**src/hw/rtl/bls_pkg.sv**
```systemverilog
package bls_pkg;

  // Stack geometry
  localparam int DEPTH = 64;
  localparam int AW    = (DEPTH > 1) ? $clog2(DEPTH) : 1;
  localparam int CW    = $clog2(DEPTH + 1);
  localparam int DW    = 32;

  typedef logic [1:0] op_t;
  typedef logic [2:0] status_t;

  // Operation codes
  localparam op_t OP_PUSH    = 2'd0;
  localparam op_t OP_POP     = 2'd1;
  localparam op_t OP_SEARCH  = 2'd2;
  localparam op_t OP_DISPLAY = 2'd3;

  // Result status codes
  localparam status_t ST_PUSHED    = 3'd0;
  localparam status_t ST_OVERFLOW  = 3'd1;
  localparam status_t ST_POPPED    = 3'd2;
  localparam status_t ST_UNDERFLOW = 3'd3;
  localparam status_t ST_FOUND     = 3'd4;
  localparam status_t ST_NOTFOUND  = 3'd5;
  localparam status_t ST_ELEMENT   = 3'd6;

endpackage

```
**src/hw/rtl/bls_ram.sv**
```systemverilog
module bls_ram #(
  parameter int WIDTH = 32,
  parameter int DEPTH = 64
) (
  input  logic                                      clk,
  input  logic                                      we,
  input  logic [((DEPTH > 1) ? $clog2(DEPTH) : 1)-1:0] waddr,
  input  logic [WIDTH-1:0]                          wdata,
  input  logic [((DEPTH > 1) ? $clog2(DEPTH) : 1)-1:0] raddr,
  output logic [WIDTH-1:0]                          rdata
);

  logic [WIDTH-1:0] mem [DEPTH];

  always_ff @(posedge clk) begin
    if (we) begin
      mem[waddr] <= wdata;
    end
    rdata <= mem[raddr];
  end

endmodule

```
**src/hw/rtl/bounded_lifo_stack_with_search.sv**
```systemverilog
// Channel  | Ports                                   | Handshake
// ---------+-----------------------------------------+--------------------------------
// input    | in_operation, in_value                  | word taken when start && !busy
// result   | out_status, out_data, out_last          | out_valid for one cycle, no stall
//
// Push never raises busy: the word is written at the accepting edge, which also registers its result.
// Pop holds busy in S_POP while the single memory read port returns the top word.
// Search and display hold busy while they scan, one entry per cycle through the
// memory read port; each read word passes the registered memory output, then the result registers.
// Reset (rst_n low, synchronous) empties the stack; the store itself is not cleared.
// The receiver cannot stall: every result is presented for exactly one cycle.
module bounded_lifo_stack_with_search
  import bls_pkg::*;
(
  input  logic                 clk,
  input  logic                 rst_n,
  input  logic                 start,
  output logic                 busy,
  input  logic [1:0]           in_operation,
  input  logic signed [31:0]   in_value,
  output logic                 out_valid,
  output logic [2:0]           out_status,
  output logic signed [31:0]   out_data,
  output logic                 out_last
);

  // Sequencer codes
  localparam logic [1:0] S_IDLE = 2'd0;
  localparam logic [1:0] S_POP  = 2'd1;
  localparam logic [1:0] S_SCAN = 2'd2;

  logic [1:0]           state_r, state_nxt;
  logic [CW-1:0]        count_r, count_nxt;
  logic [CW-1:0]        left_r, left_nxt;    // entries still to be consumed in a scan
  logic [AW-1:0]        ptr_r, ptr_nxt;      // next address to read in a scan
  op_t                  op_r, op_nxt;
  logic [DW-1:0]        value_r, value_nxt;

  logic                 out_valid_r, out_valid_nxt;
  status_t              out_status_r, out_status_nxt;
  logic [DW-1:0]        out_data_r, out_data_nxt;
  logic                 out_last_r, out_last_nxt;

  logic                 accept;
  logic                 full, empty;
  logic                 ram_we;
  logic [AW-1:0]        ram_waddr, ram_raddr;
  logic [DW-1:0]        ram_rdata;
  logic [AW-1:0]        top_addr;
  logic                 hit;

  assign busy     = (state_r != S_IDLE);
  assign accept   = start && !busy;
  assign full     = (count_r == CW'(DEPTH));
  assign empty    = (count_r == '0);
  assign top_addr = AW'(count_r - 1'b1);

  // Single compare unit: one stored entry against the search word per cycle
  assign hit = (ram_rdata == value_r);

  // Write port follows a push straight from the inputs
  assign ram_we    = accept && (in_operation == OP_PUSH) && !full;
  assign ram_waddr = AW'(count_r);

  bls_ram #(
    .WIDTH (DW),
    .DEPTH (DEPTH)
  ) u_store (
    .clk   (clk),
    .we    (ram_we),
    .waddr (ram_waddr),
    .wdata (in_value),
    .raddr (ram_raddr),
    .rdata (ram_rdata)
  );

  always_comb begin
    state_nxt      = state_r;
    count_nxt      = count_r;
    left_nxt       = left_r;
    ptr_nxt        = ptr_r;
    op_nxt         = op_r;
    value_nxt      = value_r;
    ram_raddr      = ptr_r;
    out_valid_nxt  = 1'b0;
    out_status_nxt = ST_NOTFOUND;
    out_data_nxt   = '0;
    out_last_nxt   = 1'b1;

    unique case (state_r)
      S_IDLE: begin
        // Aim the read port at the word the new item needs first
        ram_raddr = (in_operation == OP_SEARCH) ? '0 : top_addr;
        if (accept) begin
          op_nxt    = in_operation;
          value_nxt = in_value;
          unique case (in_operation)
            OP_PUSH: begin
              out_valid_nxt = 1'b1;
              if (full) begin
                out_status_nxt = ST_OVERFLOW;
              end else begin
                out_status_nxt = ST_PUSHED;
                count_nxt      = count_r + 1'b1;
              end
            end
            OP_POP: begin
              if (empty) begin
                out_valid_nxt  = 1'b1;
                out_status_nxt = ST_UNDERFLOW;
              end else begin
                count_nxt = count_r - 1'b1;
                state_nxt = S_POP;
              end
            end
            default: begin
              // Search walks upward from the bottom, display downward from the top
              if (empty) begin
                out_valid_nxt  = 1'b1;
                out_status_nxt = ST_NOTFOUND;
              end else begin
                left_nxt  = count_r;
                ptr_nxt   = (in_operation == OP_SEARCH) ? AW'(1) : top_addr - 1'b1;
                state_nxt = S_SCAN;
              end
            end
          endcase
        end
      end

      S_POP: begin
        out_valid_nxt  = 1'b1;
        out_status_nxt = ST_POPPED;
        out_data_nxt   = ram_rdata;
        state_nxt      = S_IDLE;
      end

      S_SCAN: begin
        // Issue the next read while consuming the word returned for the last one
        ram_raddr = ptr_r;
        ptr_nxt   = (op_r == OP_SEARCH) ? ptr_r + 1'b1 : ptr_r - 1'b1;
        left_nxt  = left_r - 1'b1;
        if (op_r == OP_SEARCH) begin
          if (hit) begin
            out_valid_nxt  = 1'b1;
            out_status_nxt = ST_FOUND;
            state_nxt      = S_IDLE;
          end else if (left_r == CW'(1)) begin
            out_valid_nxt  = 1'b1;
            out_status_nxt = ST_NOTFOUND;
            state_nxt      = S_IDLE;
          end
        end else begin
          out_valid_nxt  = 1'b1;
          out_status_nxt = ST_ELEMENT;
          out_data_nxt   = ram_rdata;
          out_last_nxt   = (left_r == CW'(1));
          if (left_r == CW'(1)) begin
            state_nxt = S_IDLE;
          end
        end
      end

      default: begin
        state_nxt = S_IDLE;
      end
    endcase
  end

  // Control state
  always_ff @(posedge clk) begin
    if (!rst_n) begin
      state_r     <= S_IDLE;
      count_r     <= '0;
      out_valid_r <= 1'b0;
    end else begin
      state_r     <= state_nxt;
      count_r     <= count_nxt;
      out_valid_r <= out_valid_nxt;
    end
  end

  // Payload and scan working registers
  always_ff @(posedge clk) begin
    left_r       <= left_nxt;
    ptr_r        <= ptr_nxt;
    op_r         <= op_nxt;
    value_r      <= value_nxt;
    out_status_r <= out_status_nxt;
    out_data_r   <= out_data_nxt;
    out_last_r   <= out_last_nxt;
  end

  assign out_valid  = out_valid_r;
  assign out_status = out_status_r;
  assign out_data   = out_data_r;
  assign out_last   = out_last_r;

`ifndef SYNTHESIS
  a_count_bounded: assert property (@(posedge clk) disable iff (!rst_n)
    count_r <= CW'(DEPTH))
    else $error("entry count beyond depth");

  a_last_frees: assert property (@(posedge clk) disable iff (!rst_n)
    (out_valid && out_last) |-> !busy)
    else $error("busy still high after final result");

  a_mid_is_element: assert property (@(posedge clk) disable iff (!rst_n)
    (out_valid && !out_last) |-> (out_status == ST_ELEMENT))
    else $error("non-final result is not an element");

  a_push_grows: assert property (@(posedge clk) disable iff (!rst_n)
    (accept && (in_operation == OP_PUSH) && !full) |=>
      (count_r == CW'($past(count_r) + 1'b1)))
    else $error("push did not grow the stack");

  a_scan_bounded: assert property (@(posedge clk) disable iff (!rst_n)
    (state_r == S_SCAN) |-> ((left_r != '0) && (left_r <= count_r)))
    else $error("scan counter out of range");
`endif

endmodule
```
**config.mk**
```make
export PLATFORM = sky130hd
export DESIGN_NAME = bounded_lifo_stack_with_search
export DESIGN_NICKNAME = d
export VERILOG_FILES = /design/src/hw/rtl/bls_pkg.sv /design/src/hw/rtl/bls_ram.sv /design/src/hw/rtl/bounded_lifo_stack_with_search.sv
export SDC_FILE = /design/constraint.sdc
export NUM_CORES = 2
export LEC_CHECK = 0
export ABC_AREA = 1
export BUFFER_PORTS_ARGS = -buffer_cell sky130_fd_sc_hd__buf_4
export CAP_MARGIN = 20
export CORE_UTILIZATION = 60
export CTS_BUF_LIST = sky130_fd_sc_hd__clkbuf_4 sky130_fd_sc_hd__clkbuf_8
export DETAILED_ROUTE_END_ITERATION = 6
export PLACE_DENSITY = 0.74
export SLEW_MARGIN = 30
export SYNTH_ARGS = -nofsm -noshare
export SYNTH_HDL_FRONTEND = slang
export SYNTH_HIERARCHICAL = 1
export SYNTH_SLANG_ARGS = --single-unit
```
**constraint.sdc**
```tcl
create_clock -name clk -period 8.6 [get_ports clk]
set_input_delay 0.43 -clock clk [delete_from_list [all_inputs] [get_ports clk]]
set_output_delay 0.43 -clock clk [all_outputs]
set_load 0.05 [all_outputs]
```
# [Yosys cells after proc, flatten, opt, wreduce, memory -nomap -nowiden]
# Memory sizes are Yosys's and may differ from the RTL's. A register that Yosys moved wholly into a read port is not among the register bits.
# Index checks and enable logic that the tools add are counted.
# W data, S select, Z words.
[word_totals] ff_bits=93 ram_bits=2048 word_cells=90 n_memories=1
[memory_table] name="u_store.mem" depth=64 word_bits=32 read_ports=1 rd_ports_with_merged_regs=1 write_ports=1 line_no="bls_ram.sv:13" text="logic [WIDTH-1:0] mem [DEPTH];"
[op_classes] addsub=6 n_eq_ne=14 muxes=41 bitwise=1 reduce_logical=17
[op_table] operator="$pmux W32 S2" n=1
[op_table] operator="$mux W6" n=7
[op_table] operator="$mux W7" n=5
[op_table] operator="$eq A32 B32 Y1" n=1
[op_table] operator="$mux W32" n=1
[op_table] operator="$pmux W7 S2" n=2
[op_table] operator="$sub A7 B1 Y7 const B" n=2
[op_table] operator="$mux W2" n=6
[op_table] operator="$ne A2 B2 Y1 const B" n=6
[op_table] operator="$pmux W6 S2" n=1
[op_table] operator="$sub A6 B1 Y6 const B" n=2
[op_table] operator="$mux W1" n=10
[op_table] operator="$mux W3" n=3
[op_table] operator="$pmux W3 S3" n=1
[op_table] operator="$pmux W2 S2" n=2
[op_table] operator="$add A7 B1 Y7 const B" n=1
[op_table] operator="$eq A7 B1 Y1 const B" n=1
[op_table] operator="$eq A7 B7 Y1 const B" n=1
[op_table] operator="$logic_not A7 Y1" n=1
[op_table] operator="$add A6 B1 Y6 const B" n=1
[op_table] operator="$eq A2 B2 Y1 const B" n=3
[op_table] operator="$pmux W3 S2" n=1
[op_table] operator="$reduce_bool A2 Y1" n=3
[op_table] operator="$reduce_and A5 Y1" n=1
[op_table] operator="10 further kinds" n=16

# [Depth between registers and ports, before layout]
[logic_depth] depth_word=7 ltp_mapped=18

# [Cells and area by module]
# Netlist, hierarchy kept.
[modules_own_cells] module="bls_ram" n_inst=1 cells_per_inst=6769 area_each_um2=82738.1
[modules_own_cells] module="bounded_lifo_stack_with_search" n_inst=1 cells_per_inst=473 area_each_um2=4291.6

# [Least setup slack after synthesis]
# OpenSTA, ideal clock, no wires.
[synth_path] kind="register -> register" start="register state_r[0]" end="memory u_store.mem[48][0] (enable)" setup_time_ps=502 t_arrival_ps=5446 required_time_ps=8098 slack_ps=2652 stages_incl_launch_ff=10 path_buffers=1 period_less_slack_ps=5948 path_cell_list="dfxtp_1 > inv_1 > ha_1 > nand2_1 > inv_1 > nand2_1 > a31oi_1 > clkbuf_1 > nand4_1 > nor4_1"
[synth_between] elab_chain_len=7
[synth_rtl] element="from (decl)" line_no="bounded_lifo_stack_with_search.sv:32" text="logic [1:0] state_r, state_nxt;"
[synth_rtl] element="from (signal assigned)" line_no="bounded_lifo_stack_with_search.sv:177" text="state_r <= state_nxt;"
[synth_rtl] element="$reduce_bool A2 Y1" line_no="bounded_lifo_stack_with_search.sv:52" text="assign busy = (state_r != S_IDLE);"
[synth_rtl] element="$logic_not A1 Y1" line_no="bounded_lifo_stack_with_search.sv:53" text="assign accept = start && !busy;"
[synth_rtl] element="$logic_and A1 B1 Y1" line_no="bounded_lifo_stack_with_search.sv:53"
[synth_rtl] element="$logic_and A1 B1 Y1 (2 in series)" line_no="bounded_lifo_stack_with_search.sv:62" text="assign ram_we = accept && (in_operation == OP_PUSH) && !full;"
[synth_rtl] element="via ram_we" line_no="bounded_lifo_stack_with_search.sv:46" text="logic ram_we;"
[synth_rtl] element="$mux W1" line_no="bls_ram.sv:16" text="if (we) begin"
[synth_rtl] element="$mux W1 (implied by the code)" line_no="bls_ram.sv:17" text="mem[waddr] <= wdata;"
[synth_rtl] element="to (decl)" line_no="bls_ram.sv:13"
# The timed path passes the listed nets, and every way through them passes these cells.

# [Worst setup path in the final report]
[layout_path] start="register state_r[0]" end="register u_store.rdata[31], read port of u_store.mem"
[layout_between] elab_chain_len=2
[layout_rtl] element="$logic_not A2 Y1" line_no="bounded_lifo_stack_with_search.sv:90" text="unique case (state_r)"
[layout_rtl] element="$mux W6" line_no="bounded_lifo_stack_with_search.sv:90"
[layout_rtl] element="via ram_raddr[0]" line_no="bounded_lifo_stack_with_search.sv:47" text="logic [AW-1:0] ram_waddr, ram_raddr;"
[layout_rtl] element="to (decl)" line_no="bls_ram.sv:10" text="output logic [WIDTH-1:0] rdata"
# The timed path passes the listed nets, and every way through them passes these cells.
# A chain may end at the register's enable or synchronous reset.

==> metrics.md <==
| Metric | Value |
|---|---|
| Required time at the endpoint of the critical path | `9570 ps` |
| Switch Pwr | `0.00850 W` |
| CTS tree | `built` |
| CTS H-Tree Depth | `5` |
| Number of standard cells after synthesis | `7242` |
| Cell at the root of the clock tree | `clkbuf_8` |
| Sum of net half-perimeters after detailed placement | `122 mm` |
| Sequential share of power | `45.8%` |
| P_leak | `34.4 nW` |
| Initial Utilization | `60.5%` |
| Switching part of the total power | `32.4%` |
| Total DRC errors in the routed layout | `6` |
| Launching instance or port of the critical path | `state_r[0]$_SDFFE_PN0P_` |
| Number of distinct library cells after synthesis | `37` |
| First-pass GRT wire length | `357 mm` |
| Count of port buffers added during placement | `74` |
| Critical path peak fanout | `199` |
| Arrival time of data at the critical path endpoint | `6250 ps` |
| Worst Max-Slew Pin Slew | `1150 ps` |
| Count of max-cap constraint violations | `0` |
| Dominant cell type by count on the critical path | `nand2_1` |
| Total wire length | `245 mm` |
| Die Span X | `383 um` |
| Fraction of layout cells with a size suffix above 1 | `10.9%` |
| Total negative slack for setup checks | `0 ps` |
| Min-delay src | `in_value[11]` |
| Antenna-violating nets left | `0` |
| Critical path launch point type | `flop` |
| Leading cell type by number of instances after synthesis | `nand2_1` |
| Cell types with the largest area share after synthesis | `edfxtp_1 72%, nand3_1 11%, nand2_1 10%` |
| Power per cell area | `273 nW/um2` |
| Dominant synthesized flop cell | `edfxtp_1` |
| Number of antenna violations at the first check in global routing | `9` |
| Number of global-route vias before repair | `56200` |
| Synthesis Warnings | `6` |
| Internal power contribution | `0.0177 W` |
| Biggest cell delay along the critical path | `660 ps` |
| Number of clock sinks seen by CTS | `2173` |
| Cell chain of the critical path | `inv_1, ha_1, nand2_1, o21ai_4, buf_4, buf_12, buf_16, buf_12, nand2_1, nand3_1, nand3_1, nand3_1, nand3_1, nand2_1, nand2_1, nand2_1` |
| Core region area | `144000 um2` |
| Via count | `59400` |
| Crit end category | `flop` |
| Floorplan row count | `139` |
| Detailed-route wire length per cell | `25.7 um` |
| Most numerous cell types in the synthesized netlist | `2348 x nand2_1, 2095 x edfxtp_1, 1921 x nand3_1, 285 x buf_2, 117 x nor2_1` |
| Highest Clock Rate | `189 MHz` |
| Portion of synthesized cell area occupied by the leading cell type | `72.3%` |
| Remaining global-route overflow | `0` |
| Final hold vios | `0` |
| Worst supply voltage drop on vdd | `0.285 mV` |
| Die boundary height | `383 um` |
| Total routing usage reported by global routing | `33.3%` |
| RSZ-0062 raised after global routing | `no` |
| Hold Crit Class | `in2reg` |
| Worst Setup Path Type | `reg2reg` |
| GPL Wtd Cong | `0.896` |
| Clock latency of the later-clocked register in the worst-skew pair | `1040 ps` |
| Setup Skew | `84.6 ps` |
| Pins over their slew limit | `0` |
| Vias per inst | `6.23` |
| Post-route clock period utilization | `61.5%` |
| Die outline area | `147000 um2` |
| Post-route core utilization | `66.9%` |
| Slew HR | `23.5%` |
| Number of synthesized flops with an enable pin | `2095` |
| Failing checks | `DRC` |
| Maximum buffer depth of the clock tree | `4` |
| Portion of the post-synthesis area used by sequential elements | `74.1%` |
| I/O pin count | `75` |
| Cell type of the slowest stage on the worst timing path | `buf_4` |
| Flip-flop and latch count after synthesis | `2173` |
| P&R area growth vs syn | `10.6%` |
| Netlist area before placement | `87000 um2` |
| Resize count post-CTS | `0` |
| Combinational fraction of design power | `22.2%` |
| Clock edge transition at the registers on the reported setup and hold paths | `60 ps` |
| Cell type with the highest aggregate area in the netlist | `edfxtp_1` |
| Clock period minus final worst setup slack | `5290 ps` |
| Pin count of the biggest net entering global routing | `241` |
| Post-Synthesis Mean Instance Area | `12.0 um2` |
| Worst R2R Start | `state_r[0]$_SDFFE_PN0P_` |
| Power share of the clock group | `32.0%` |
| Post-synthesis async set-or-reset flop share | `0%` |
| Number of nets in the synthesized netlist | `7296` |
| Status | `finished, violations left` |
| Drt first-iter violations | `9099` |
| Pre-antenna DRT Iters | `7` |
| Final Net Count | `7427` |
| CTS buffer count | `353` |
| Setup violations, final | `0` |
## power groups by stage
stage	clock [W]	sequential, W	combinational [W]
finish	0.00840	0.0120	0.00581
global route	0.00890	0.0120	0.00617
CTS	0.00844	0.0120	0.00563
detailed placement	0	0.0122	0.00558
global placement	0	0.0122	0.00551
floorplan	0	0.0120	0.00363
## cell usage in the layout (no fill, tap or decap), drive strengths merged, types with 2 or more instances in the layout
cell type	Yosys	layout
bufinv	0	2
nand3	1922	1922
clkinv	1	81
ha	16	16
dfxtp	78	78
a21oi	19	19
nor4	9	9
clkbuf	79	503
buf	377	197
nor3	3	3
a211oi	2	2
dlygate4sd3	0	35
inv	85	85
nand4	9	9
nand2	2350	2350
nor2	122	122
xnor2	29	29
xor2	12	12
o211ai	2	2
clkinvlp	0	9
diode	0	14
o21ai	25	25
a31oi	2	2
edfxtp	2095	2095
## metrics by stage
| step | hold slack [ps] | cells | total power (W) | area, um2 | setup slack (ps) |
|---|---|---|---|---|---|
| after floorplan | 421 | 7242 | 0.0157 | 87000 | 2650 |
| after global placement | 473 | 8880 | 0.0177 | 89300 | 3750 |
| after detailed placement | 470 | 8882 | 0.0178 | 89300 | 3740 |
| after CTS | 8.79 | 9511 | 0.0261 | 96100 | 3700 |
| after global routing | 46.0 | 9517 | 0.0271 | 96300 | 3320 |
| final | 51.4 | 9529 | 0.0262 | 96300 | 3310 |
## sequential cells by signal, indices dropped and copies added, names as in the netlist
name	cells
u_store/rdata	32
ptr_r	6
value_r	32
left_r	7
out_status	3
out_valid	1
out_last	1
u_store/mem	2048
state_r	2
out_data	32
op_r	2
count_r	7
## cell families after synthesis
logic type / after synthesis / synth area share [%]
compound gates: 54 / 0.348
xor+xnor: 41 / 0.413
fa+ha+maj: 17 / 0.253
buf+inv: 542 / 3.01
flops: 2173 / 74.1
simple gates: 4415 / 21.9
## critical path: cells and delay by family (launching register included)
kind            cells  cell delay (ps)
flops               1              340
compound gates      1              260
simple gates        9             1670
fa+ha+maj           1              240
buf+inv             5             2130
## final cells by class
class,instances,area (um2)
fillers,10000,47500
repair buffers,232,2060
clock inverters,91,460
clock buffers,503,6020
flip-flops and latches,2173,64500
well taps,1903,2380
multi-input cells,4527,20500
inverters,86,359
diodes,14,35.0
## metal layers
metal  global-route usage [%]  routed length, um  vias up
met5                        0                 35        -
met4                     17.0              13400        6
met3                     6.58              31400      727
met2                     50.6             110000     4301
met1                     46.1              89700    28500
li1                         -                  -    25900
## repair_timing
| item | in CTS | in global routing |
|---|---|---|
| buffers inserted | 0 | 0 |
| hold buffers | 35 | 0 |
| endpoints found under the hold margin | 814 | 0 |
## path summary, 6_finish.rpt
path | endpoint | depth (start not counted) | slack [ps]
max | u_store/rdata[31]$_DFF_P_ | 16 | 3310
min | u_store/mem[46][11]$_DFFE_PP_ | 1 | 50
min reg2reg | out_data[16]$_DFF_P_ | 2 | 480
max reg2reg | u_store/rdata[31]$_DFF_P_ | 16 | 3310
Power figures use the tool's default switching activity.
